==> config.mk <==
export PLATFORM = sky130hd
export DESIGN_NAME = lru_page_replacement_unit
export DESIGN_NICKNAME = d
export VERILOG_FILES = /design/src/hdl/lrupr_pkg.sv /design/src/hdl/lrupr_cfg.sv /design/src/hdl/lrupr_table.sv /design/src/hdl/lru_page_replacement_unit.sv
export SDC_FILE = /design/constraint.sdc
export NUM_CORES = 2
export LEC_CHECK = 0
export BUFFER_PORTS_ARGS = -buffer_cell sky130_fd_sc_hd__buf_2
export CORE_ASPECT_RATIO = 0.8
export CORE_MARGIN = 2
export CORE_UTILIZATION = 42
export DETAILED_ROUTE_END_ITERATION = 8
export SYNTH_ARGS = -nofsm -noshare
export SYNTH_HDL_FRONTEND = slang
export SYNTH_HIERARCHICAL = 1
export SYNTH_SLANG_ARGS = --single-unit
==> constraint.sdc <==
create_clock -name clk -period 14.77 [get_ports clk]
set_input_delay 2.2155 -clock clk [delete_from_list [all_inputs] [get_ports clk]]
set_output_delay 2.2155 -clock clk [all_outputs]
set_load 0.02 [all_outputs]
==> src/hdl/lrupr_pkg.sv <==
// ----------------------------------------------------------------------------
// LRU page replacement package
// Shared codes, widths and types for the LRU page replacement unit.
// ----------------------------------------------------------------------------
package lrupr_pkg;

  // Configuration port geometry.
  localparam int PADDR_W    = 3;
  localparam int CFG_DATA_W = 32;
  localparam int CAP_W      = 5;

  // Word select (paddr bit 2) of the capacity register.
  localparam logic REG_CAPACITY = 1'b0;

  // Capacity after reset.
  localparam logic [CAP_W-1:0] CAP_RESET = 5'd16;

  // Operation carried by an item.
  typedef enum logic {
    OP_ACCESS = 1'b0,
    OP_REMOVE = 1'b1
  } opcode_t;

  // Result code of an item.
  typedef enum logic [2:0] {
    ST_HIT       = 3'd0,
    ST_INSERTED  = 3'd1,
    ST_REPLACED  = 3'd2,
    ST_REMOVED   = 3'd3,
    ST_NOT_FOUND = 3'd4
  } status_t;

  // Result of one table update.
  typedef struct packed {
    status_t status;
    logic    evicted;
  } tbl_result_t;

endpackage

==> src/hdl/lrupr_cfg.sv <==
// ----------------------------------------------------------------------------
// LRU page replacement configuration register
// APB-style register port holding the capacity limit, with the limit clamped
// into the range that the table supports.
// ----------------------------------------------------------------------------
module lrupr_cfg #(
  parameter int MAX_ENTRIES = 16
) (
  input  logic                            clk,
  input  logic                            rst,
  input  logic                            psel,
  input  logic                            penable,
  input  logic                            pwrite,
  input  logic [lrupr_pkg::PADDR_W-1:0]   paddr,
  input  logic [lrupr_pkg::CFG_DATA_W-1:0] pwdata,
  output logic [lrupr_pkg::CFG_DATA_W-1:0] prdata,
  output logic                            pready,
  output logic [$clog2(MAX_ENTRIES+1)-1:0] cap_limit
);
  import lrupr_pkg::*;

  localparam int CW   = $clog2(MAX_ENTRIES + 1);
  localparam int CMPW = (CW > CAP_W) ? CW : CAP_W;
  localparam logic [CMPW-1:0] MAX_W = CMPW'(MAX_ENTRIES);
  localparam logic [CMPW-1:0] ONE_W = CMPW'(1);

  logic [CAP_W-1:0] capacity;
  logic [CMPW-1:0]  cap_wide;
  logic [CMPW-1:0]  cap_clamped;
  logic             wr_en;

  assign pready = 1'b1;
  assign wr_en  = psel && penable && pwrite && pready && (paddr[2] == REG_CAPACITY);

  // Capacity register.
  always_ff @(posedge clk) begin
    if (rst) begin
      capacity <= CAP_RESET;
    end else if (wr_en) begin
      capacity <= pwdata[CAP_W-1:0];
    end
  end

  // Read back.
  always_comb begin
    prdata = '0;
    if (paddr[2] == REG_CAPACITY) begin
      prdata = CFG_DATA_W'(capacity);
    end
  end

  // Zero acts as one, and anything above the table size acts as the table size.
  always_comb begin
    cap_wide = CMPW'(capacity);
    if (cap_wide == '0) begin
      cap_clamped = ONE_W;
    end else if (cap_wide > MAX_W) begin
      cap_clamped = MAX_W;
    end else begin
      cap_clamped = cap_wide;
    end
  end

  assign cap_limit = cap_clamped[CW-1:0];

endmodule

==> src/hdl/lrupr_table.sv <==
// ----------------------------------------------------------------------------
// LRU page replacement table
// Fully associative address table with a recency rank per entry. One item is
// looked up and the table updated in a single pass.
// ----------------------------------------------------------------------------
module lrupr_table #(
  parameter int MAX_ENTRIES  = 16,
  parameter int ADDRESS_BITS = 32
) (
  input  logic                             clk,
  input  logic                             rst,
  input  logic                             go,
  input  lrupr_pkg::opcode_t               op,
  input  logic [ADDRESS_BITS-1:0]          addr,
  input  logic [$clog2(MAX_ENTRIES+1)-1:0] cap_limit,
  output lrupr_pkg::tbl_result_t           result,
  output logic [ADDRESS_BITS-1:0]          victim
);
  import lrupr_pkg::*;

  localparam int CW = $clog2(MAX_ENTRIES + 1);
  localparam int RW = (MAX_ENTRIES > 1) ? $clog2(MAX_ENTRIES) : 1;

  logic [ADDRESS_BITS-1:0] entry_address [MAX_ENTRIES];
  logic [RW-1:0]           entry_age_rank [MAX_ENTRIES];
  logic [MAX_ENTRIES-1:0]  entry_valid;
  logic [CW-1:0]           occupied_count;

  logic [MAX_ENTRIES-1:0]  match;
  logic [MAX_ENTRIES-1:0]  free_oh;
  logic [MAX_ENTRIES-1:0]  old_oh;
  logic [MAX_ENTRIES-1:0]  sel;
  logic [MAX_ENTRIES:0]    all_below;
  logic [RW-1:0]           hit_rank;
  logic [RW-1:0]           last_rank;
  logic [ADDRESS_BITS-1:0] old_addr;
  logic                    hit;
  logic                    room;
  logic                    is_remove;

  assign is_remove = (op == OP_REMOVE);
  assign hit       = |match;
  assign room      = occupied_count < cap_limit;
  assign last_rank = RW'(occupied_count - CW'(1));
  assign all_below[0] = 1'b1;

  // Per-entry compare, first free slot and least recent slot.
  for (genvar k = 0; k < MAX_ENTRIES; k++) begin : g_match
    assign match[k]         = entry_valid[k] && (entry_address[k] == addr);
    assign all_below[k + 1] = all_below[k] && entry_valid[k];
    assign free_oh[k]       = !entry_valid[k] && all_below[k];
    assign old_oh[k]        = entry_valid[k] && (entry_age_rank[k] == last_rank);
    assign sel[k]           = hit ? match[k] : (room ? free_oh[k] : old_oh[k]);
  end

  // Rank of the hit entry and address of the least recent entry.
  always_comb begin
    hit_rank = '0;
    old_addr = '0;
    for (int k = 0; k < MAX_ENTRIES; k++) begin
      if (match[k]) begin
        hit_rank = hit_rank | entry_age_rank[k];
      end
      if (old_oh[k]) begin
        old_addr = old_addr | entry_address[k];
      end
    end
  end

  // Result of the item.
  always_comb begin
    result.evicted = 1'b0;
    if (is_remove) begin
      result.status = hit ? ST_REMOVED : ST_NOT_FOUND;
    end else if (hit) begin
      result.status = ST_HIT;
    end else if (room) begin
      result.status = ST_INSERTED;
    end else begin
      result.status  = ST_REPLACED;
      result.evicted = 1'b1;
    end
  end

  assign victim = result.evicted ? old_addr : '0;

  // Per-entry state update.
  for (genvar k = 0; k < MAX_ENTRIES; k++) begin : g_entry
    always_ff @(posedge clk) begin
      if (rst) begin
        entry_valid[k]    <= 1'b0;
        entry_age_rank[k] <= '0;
      end else if (go) begin
        if (is_remove) begin
          // Removal closes the gap the entry leaves in the order.
          if (match[k]) begin
            entry_valid[k]    <= 1'b0;
            entry_age_rank[k] <= '0;
          end else if (entry_valid[k] && hit && entry_age_rank[k] > hit_rank) begin
            entry_age_rank[k] <= entry_age_rank[k] - RW'(1);
          end
        end else if (sel[k]) begin
          entry_valid[k]    <= 1'b1;
          entry_age_rank[k] <= '0;
        end else if (entry_valid[k] && (!hit || entry_age_rank[k] < hit_rank)) begin
          entry_age_rank[k] <= entry_age_rank[k] + RW'(1);
        end
      end
    end

    // Address store: written on insert or replace only.
    always_ff @(posedge clk) begin
      if (go && !is_remove && !hit && sel[k]) begin
        entry_address[k] <= addr;
      end
    end
  end

  // Occupancy count.
  always_ff @(posedge clk) begin
    if (rst) begin
      occupied_count <= '0;
    end else if (go) begin
      if (is_remove && hit) begin
        occupied_count <= occupied_count - CW'(1);
      end else if (!is_remove && !hit && room) begin
        occupied_count <= occupied_count + CW'(1);
      end
    end
  end

  // The count always matches the number of valid entries.
  assert property (@(posedge clk) disable iff (rst)
    $countones(entry_valid) == int'(occupied_count))
    else $error("occupancy count differs from valid entries");

  // A stored address is never held twice.
  assert property (@(posedge clk) disable iff (rst) $onehot0(match))
    else $error("address matches more than one entry");

  // A full table always has exactly one least recent entry to evict.
  assert property (@(posedge clk) disable iff (rst)
    (go && !is_remove && !hit && !room) |-> $onehot(old_oh))
    else $error("no unique least recent entry on replacement");

  // An insert grows the table by one.
  assert property (@(posedge clk) disable iff (rst)
    (go && result.status == ST_INSERTED) |=> occupied_count == $past(occupied_count) + CW'(1))
    else $error("insert did not grow the occupancy");

endmodule

==> src/hdl/lru_page_replacement_unit.sv <==
// ----------------------------------------------------------------------------
// LRU page replacement unit
// Fully associative LRU tracker of page addresses with a programmable
// capacity; reports hit, insert, replace with victim, or remove.
// ----------------------------------------------------------------------------
// Path: an accepted item is held in the input register, its result in the result register.
// Throughput: one item per cycle while out_stall is low; the table lookup and rank
//   update for an item complete in one pass between the two registers.
// Reset: the table is empty and the capacity register reads 16.
module lru_page_replacement_unit #(
  parameter int MAX_ENTRIES  = 16,
  parameter int ADDRESS_BITS = 32
) (
  input  logic                             clk,
  input  logic                             rst,
  input  logic                             in_valid,
  output logic                             in_stall,
  input  logic                             opcode,
  input  logic [ADDRESS_BITS-1:0]          page_address,
  output logic                             out_valid,
  input  logic                             out_stall,
  output logic [2:0]                       status,
  output logic [ADDRESS_BITS-1:0]          victim_address,
  input  logic                             psel,
  input  logic                             penable,
  input  logic                             pwrite,
  input  logic [lrupr_pkg::PADDR_W-1:0]    paddr,
  input  logic [lrupr_pkg::CFG_DATA_W-1:0] pwdata,
  output logic [lrupr_pkg::CFG_DATA_W-1:0] prdata,
  output logic                             pready
);
  import lrupr_pkg::*;

  localparam int CW = $clog2(MAX_ENTRIES + 1);

  logic                    s1_valid;
  opcode_t                 s1_op;
  logic [ADDRESS_BITS-1:0] s1_addr;
  logic                    advance;
  logic                    go;
  logic                    accept;
  logic [CW-1:0]           cap_limit;
  tbl_result_t             tbl_res;
  logic [ADDRESS_BITS-1:0] tbl_victim;

  // Handshake: the result register frees when empty or taken.
  assign advance  = !out_valid || !out_stall;
  assign go       = s1_valid && advance;
  assign in_stall = s1_valid && !advance;
  assign accept   = in_valid && !in_stall;

  // Input register.
  always_ff @(posedge clk) begin
    if (rst) begin
      s1_valid <= 1'b0;
    end else if (accept) begin
      s1_valid <= 1'b1;
    end else if (advance) begin
      s1_valid <= 1'b0;
    end
  end

  always_ff @(posedge clk) begin
    if (accept) begin
      s1_op   <= opcode_t'(opcode);
      s1_addr <= page_address;
    end
  end

  lrupr_cfg #(
    .MAX_ENTRIES (MAX_ENTRIES)
  ) u_cfg (
    .clk       (clk),
    .rst       (rst),
    .psel      (psel),
    .penable   (penable),
    .pwrite    (pwrite),
    .paddr     (paddr),
    .pwdata    (pwdata),
    .prdata    (prdata),
    .pready    (pready),
    .cap_limit (cap_limit)
  );

  lrupr_table #(
    .MAX_ENTRIES  (MAX_ENTRIES),
    .ADDRESS_BITS (ADDRESS_BITS)
  ) u_table (
    .clk       (clk),
    .rst       (rst),
    .go        (go),
    .op        (s1_op),
    .addr      (s1_addr),
    .cap_limit (cap_limit),
    .result    (tbl_res),
    .victim    (tbl_victim)
  );

  // Result register.
  always_ff @(posedge clk) begin
    if (rst) begin
      out_valid <= 1'b0;
    end else if (advance) begin
      out_valid <= s1_valid;
    end
  end

  always_ff @(posedge clk) begin
    if (go) begin
      status         <= tbl_res.status;
      victim_address <= tbl_victim;
    end
  end

endmodule
==> flow_results.org <==
** Outcome
- The run finished with clean final reports.

** Worst setup path
- Arrival @ worst endpoint :: 6.69 ns
- Most common cell type on the critical path :: nor2_1
- Stage delay of the slowest cell on the critical path :: 0.99 ns
- Endpoint type of the worst setup path :: register
- Critical path fanouts, max :: 32
- Startpoint type of the worst setup path :: register
- STA puts the critical path data required time at 15.09 ns.
- In this design, the largest share of critical-path delay is due to simple AND/OR/NAND/NOR gates.
- Slowest cell on crit path :: nor4_4
- Traced cell by cell, the critical path runs through buf_4 > xor2_1 > nor4_1 > nand4_1 > nor4_4 > a221oi_1 > nand4_1 > buf_4 > ha_1 > nor2b_1 > o21a_1 > o21ai_0 > nand2b_1 > nor2_1 > mux2i_1 > nor2_1 > nor2_1 > nand4b_1.
- Crit path kind :: register to register
- Counting both buffers and inverters, the worst setup path holds a total of 2.

** Finish
- Total inserted antenna cells :: 0
- Fraction of layout instances using a drive strength above 1 :: 11.80%
- Area growth from synthesis to layout :: 10.26%
- The final layout contains 3,257 nets.
- The library cell used most frequently in the layout, excluding fill and tap cells, is edfxtp_1.
- At the end of the flow the core is filled with cells to 46.86%.
- Number of inserted filler cells in the final layout :: 7,723
- In the layout the commonest cells are edfxtp_1 (644), xor2_1 (486), a22oi_1 (165), nor2_1 (153), nand3_1 (123).

** Synth
- Synthesis produced a netlist whose cell count is 2,998.
- Proportion of register bits with asynchronous set or reset after synthesis :: 0%
- The average instance in the mapped netlist occupies 12.19 µm².
- Number of enable-type register cells in the synthesized netlist :: 644
- Share of the yosys chip area belonging to registers :: 54.44%
- #FFs+latches synth :: 672
- The cell area that synthesis handed to floorplanning was 0.03656 mm².
- In the synthesized netlist the dominant register cell turns out to be edfxtp_1.
- Number of warning messages in the yosys log :: 6
- After synthesis, the netlist uses 74 different library cells.

** Placement
- The congestion estimate from routability-driven global placement came to 1.026.
- Count of buffers from port buffering :: 87
- The wire-length estimate of the detail-placed layout is 94.70 mm.

** Power
- Net switching power :: 1.057 mW
- Fraction of power consumed by sequential logic :: 49.6%
- Share of total power consumed by net switching :: 24.40%
- Pwr/cell area :: 107.5 mW/mm²
- The clock network burns 43.0% of the power.
- Leakage :: 13.97 nW
- The worst-case IR drop observed on VDD is 0.00007336 V.
- Internal power contribution :: 3.276 mW
- Power, Total :: 4.333 mW
- Of the total power, combinational logic draws 7.4%.

** Clock tree
- Post-CTS resize count :: 0
- # H-tree levels :: 3
- Buffers inserted to repair hold after CTS numbered 0.
- Clk buf depth :: 3
- The tree built by TritonCTS fans out to 672 sinks.
- CTS root buffer :: clkbuf_16
- Post-CTS repair timing setup buffer count :: 0
- Counting the buffers created by CTS gives 74.
- The clock reaches the later pin of the worst-skew pair after 0.65 ns.
- TritonCTS built the clock tree.
- After clock tree synthesis, the clock-pin slew on the worst setup and hold paths is 0.06 ns.

** Hold path
- The worst hold path belongs to the class register to register.

** Global routing
- Initial antenna violation count :: 4
- The first global-routing pass estimated 196.4 mm of wire.
- Combined global-route utilization of all metal layers :: 31.05%
- The number of global-route vias before repair was 25.56k.
- Entering global routing, the biggest net connects 53 pins.
- After global routing the overflow that remains totals 0.

** Routing
- The routed layout has 27.64k vias.
- After the first detailed-routing iteration, the DRC count stood at 5,270.
- Number of detailed-routing iterations run before antenna repair :: 9
- WL final :: 141.4 mm
- Post-detailed-route via-to-cell ratio :: 6.485
- Once detail routing completed, the nets flagged for antenna violations numbered 0.
- In the final routed layout, each cell accounts on average for 33.17 µm.
- For this run, design rule violations remaining after detail routing come to 0.

** Floorplanning
- Standard cell core area :: 0.08600 mm²
- The die is 267.9 µm tall.
- Area enclosed by the die boundary :: 0.08943 mm²
- Starting density of the core :: 42.50%
- Die width :: 333.8 µm
- Row Count :: 96
- Number of primary I/O pins :: 145

** STA
- Unrepaired setup endpoints after global routing :: false
- Worst Tran Pin Value :: 1.376 ns
- Headroom to the max-slew limit came out at 7.438%.
- The count of endpoints failing hold in the final timing report came to 0.
- On the final layout, the worst clock skew is 0.03254 ns.
- After layout, the minimum clock period comes to 6.376 ns.
- After routing, the total negative slack on setup checks comes to 0 ns.
- Setup violations remaining at the end of the flow were counted as 0.
- The number of slew-limit violations in the final report is 0.
- The final critical path takes up 43.17% of the cycle.
- Fmax achieved :: 156.8 MHz

** Flow run
- Across the run, the number of max-cap violations was 0.
==> cells by family after synthesis <==
logic type | share of synthesized area [%]
adders and majority gates | 3.491
DFF | 54.44
AOI/OAI and AO/OA | 10.32
other | 0.02054
xor gates and xnor gates | 13.92
muxes | 0.7222
buffers and inverters | 5.049
and+or+nand+nor | 12.04
==> worst min-delay path, cell delays in order, from the launching register on <==
cell      delay, ns
dfxtp_1        0.31
nand2b_1       0.06
mux2i_1        0.06
==> layer usage <==
| metal | GRT usage [%] | share of wire (%) | up-vias |
|---|---|---|---|
| li1 | - | - | 11380 |
| met1 | 44.15 | 39 | 13870 |
| met2 | 43.55 | 41 | 2135 |
| met3 | 11.71 | 16 | 257 |
| met4 | 9.752 | 3.4 | 6 |
| met5 | 0 | 0.033 | - |
==> worst paths after layout <==
path | endpoint | cells after the start | slack (ns) | startpoint
max | u_table/entry_age_rank[0][19] | 18 | 8.39 | s1_addr[22]
min | u_cfg/cap_wide[0] | 2 | 0.47 | u_cfg/cap_wide[0]
max reg2reg | u_table/entry_age_rank[0][19] | 18 | 8.39 | s1_addr[22]
min reg2reg | u_cfg/cap_wide[0] | 2 | 0.47 | u_cfg/cap_wide[0]
==> synthesized netlist by cell type (8+ instances only) <==
cell type  instances  area, µm²
clkbuf_1          79      296.5
o21ai_0           82      410.4
dfxtp_1           28      560.5
a22oi_1          165       1239
and3_1            12      75.07
buf_1             17      63.81
nor2b_1           44      275.3
or4_1             19      142.6
buf_6             27      304.0
nor3_1            64      320.3
a221oi_1          77      674.4
xnor2_1           92      805.8
nand2b_1          29      181.4
buf_8             14      210.2
buf_12            15      300.3
nor2_1           165      619.3
a31oi_1           14      87.58
o21a_1            12      90.09
mux2i_1           23      230.2
nand3_1          123      615.6
nand4_1           57      356.6
buf_4             42      315.3
o211ai_1          15      112.6
a22o_1            61      534.3
inv_1             78      292.8
nand4b_1           9      78.83
edfxtp_1         644      19340
ha_1             102       1276
a211oi_1           8      60.06
xor2_1           487       4265
a21oi_1           68      340.3
nand2_1          113      424.2
nor4_1           108      675.7
or3_1              8      50.05
==> power by group through the flow <==
stage | registers, mW | clock network (mW) | logic, mW
floorplan | 2.19 | 0 | 0.201
global placement | 2.18 | 0 | 0.299
detailed placement | 2.19 | 0 | 0.305
CTS | 2.15 | 1.88 | 0.307
global route | 2.15 | 1.95 | 0.334
finish | 2.15 | 1.86 | 0.320
==> registers in the layout, summed over array words and instances (netlist names) <==
signal                  count
s1_valid                    1
u_table/all_below           1
victim_address             32
u_cfg/cap_wide              5
s1_addr                    32
u_table/entry_valid        15
out_valid                   1
u_table/entry_address     512
s1_op                       1
status                      3
u_table/entry_age_rank     64
u_table/occupied_count      5
==> final cells by class <==
| class | count | area [µm²] | share of cell area, % |
|---|---|---|---|
| clock buffer | 93 | 2017 | 5.004 |
| clock inverter | 38 | 349.1 | 0.8661 |
| inverter | 78 | 292.8 | 0.7264 |
| multi-input combinational | 2071 | 15180 | 37.66 |
| sequential | 672 | 19900 | 49.37 |
| tap | 1127 | 1410 | 3.499 |
| timing repair buffer | 183 | 1156 | 2.868 |
==> through the flow <==
stage | area, µm² | hold slack (ns) | worst slack [ns] | cells
6_report | 40300 | 0.4738 | 8.394 | 4262
5_1_grt | 40300 | 0.5004 | 8.370 | 4262
4_1_cts | 40290 | 0.4814 | 8.861 | 4262
3_5_place_dp | 37930 | 0.4720 | 8.553 | 4131
3_3_place_gp | 37930 | 0.4658 | 8.609 | 4131
2_1_floorplan | 36650 | 0.4488 | 6.406 | 3024
Note: power is estimated with default switching activity, not from simulation.
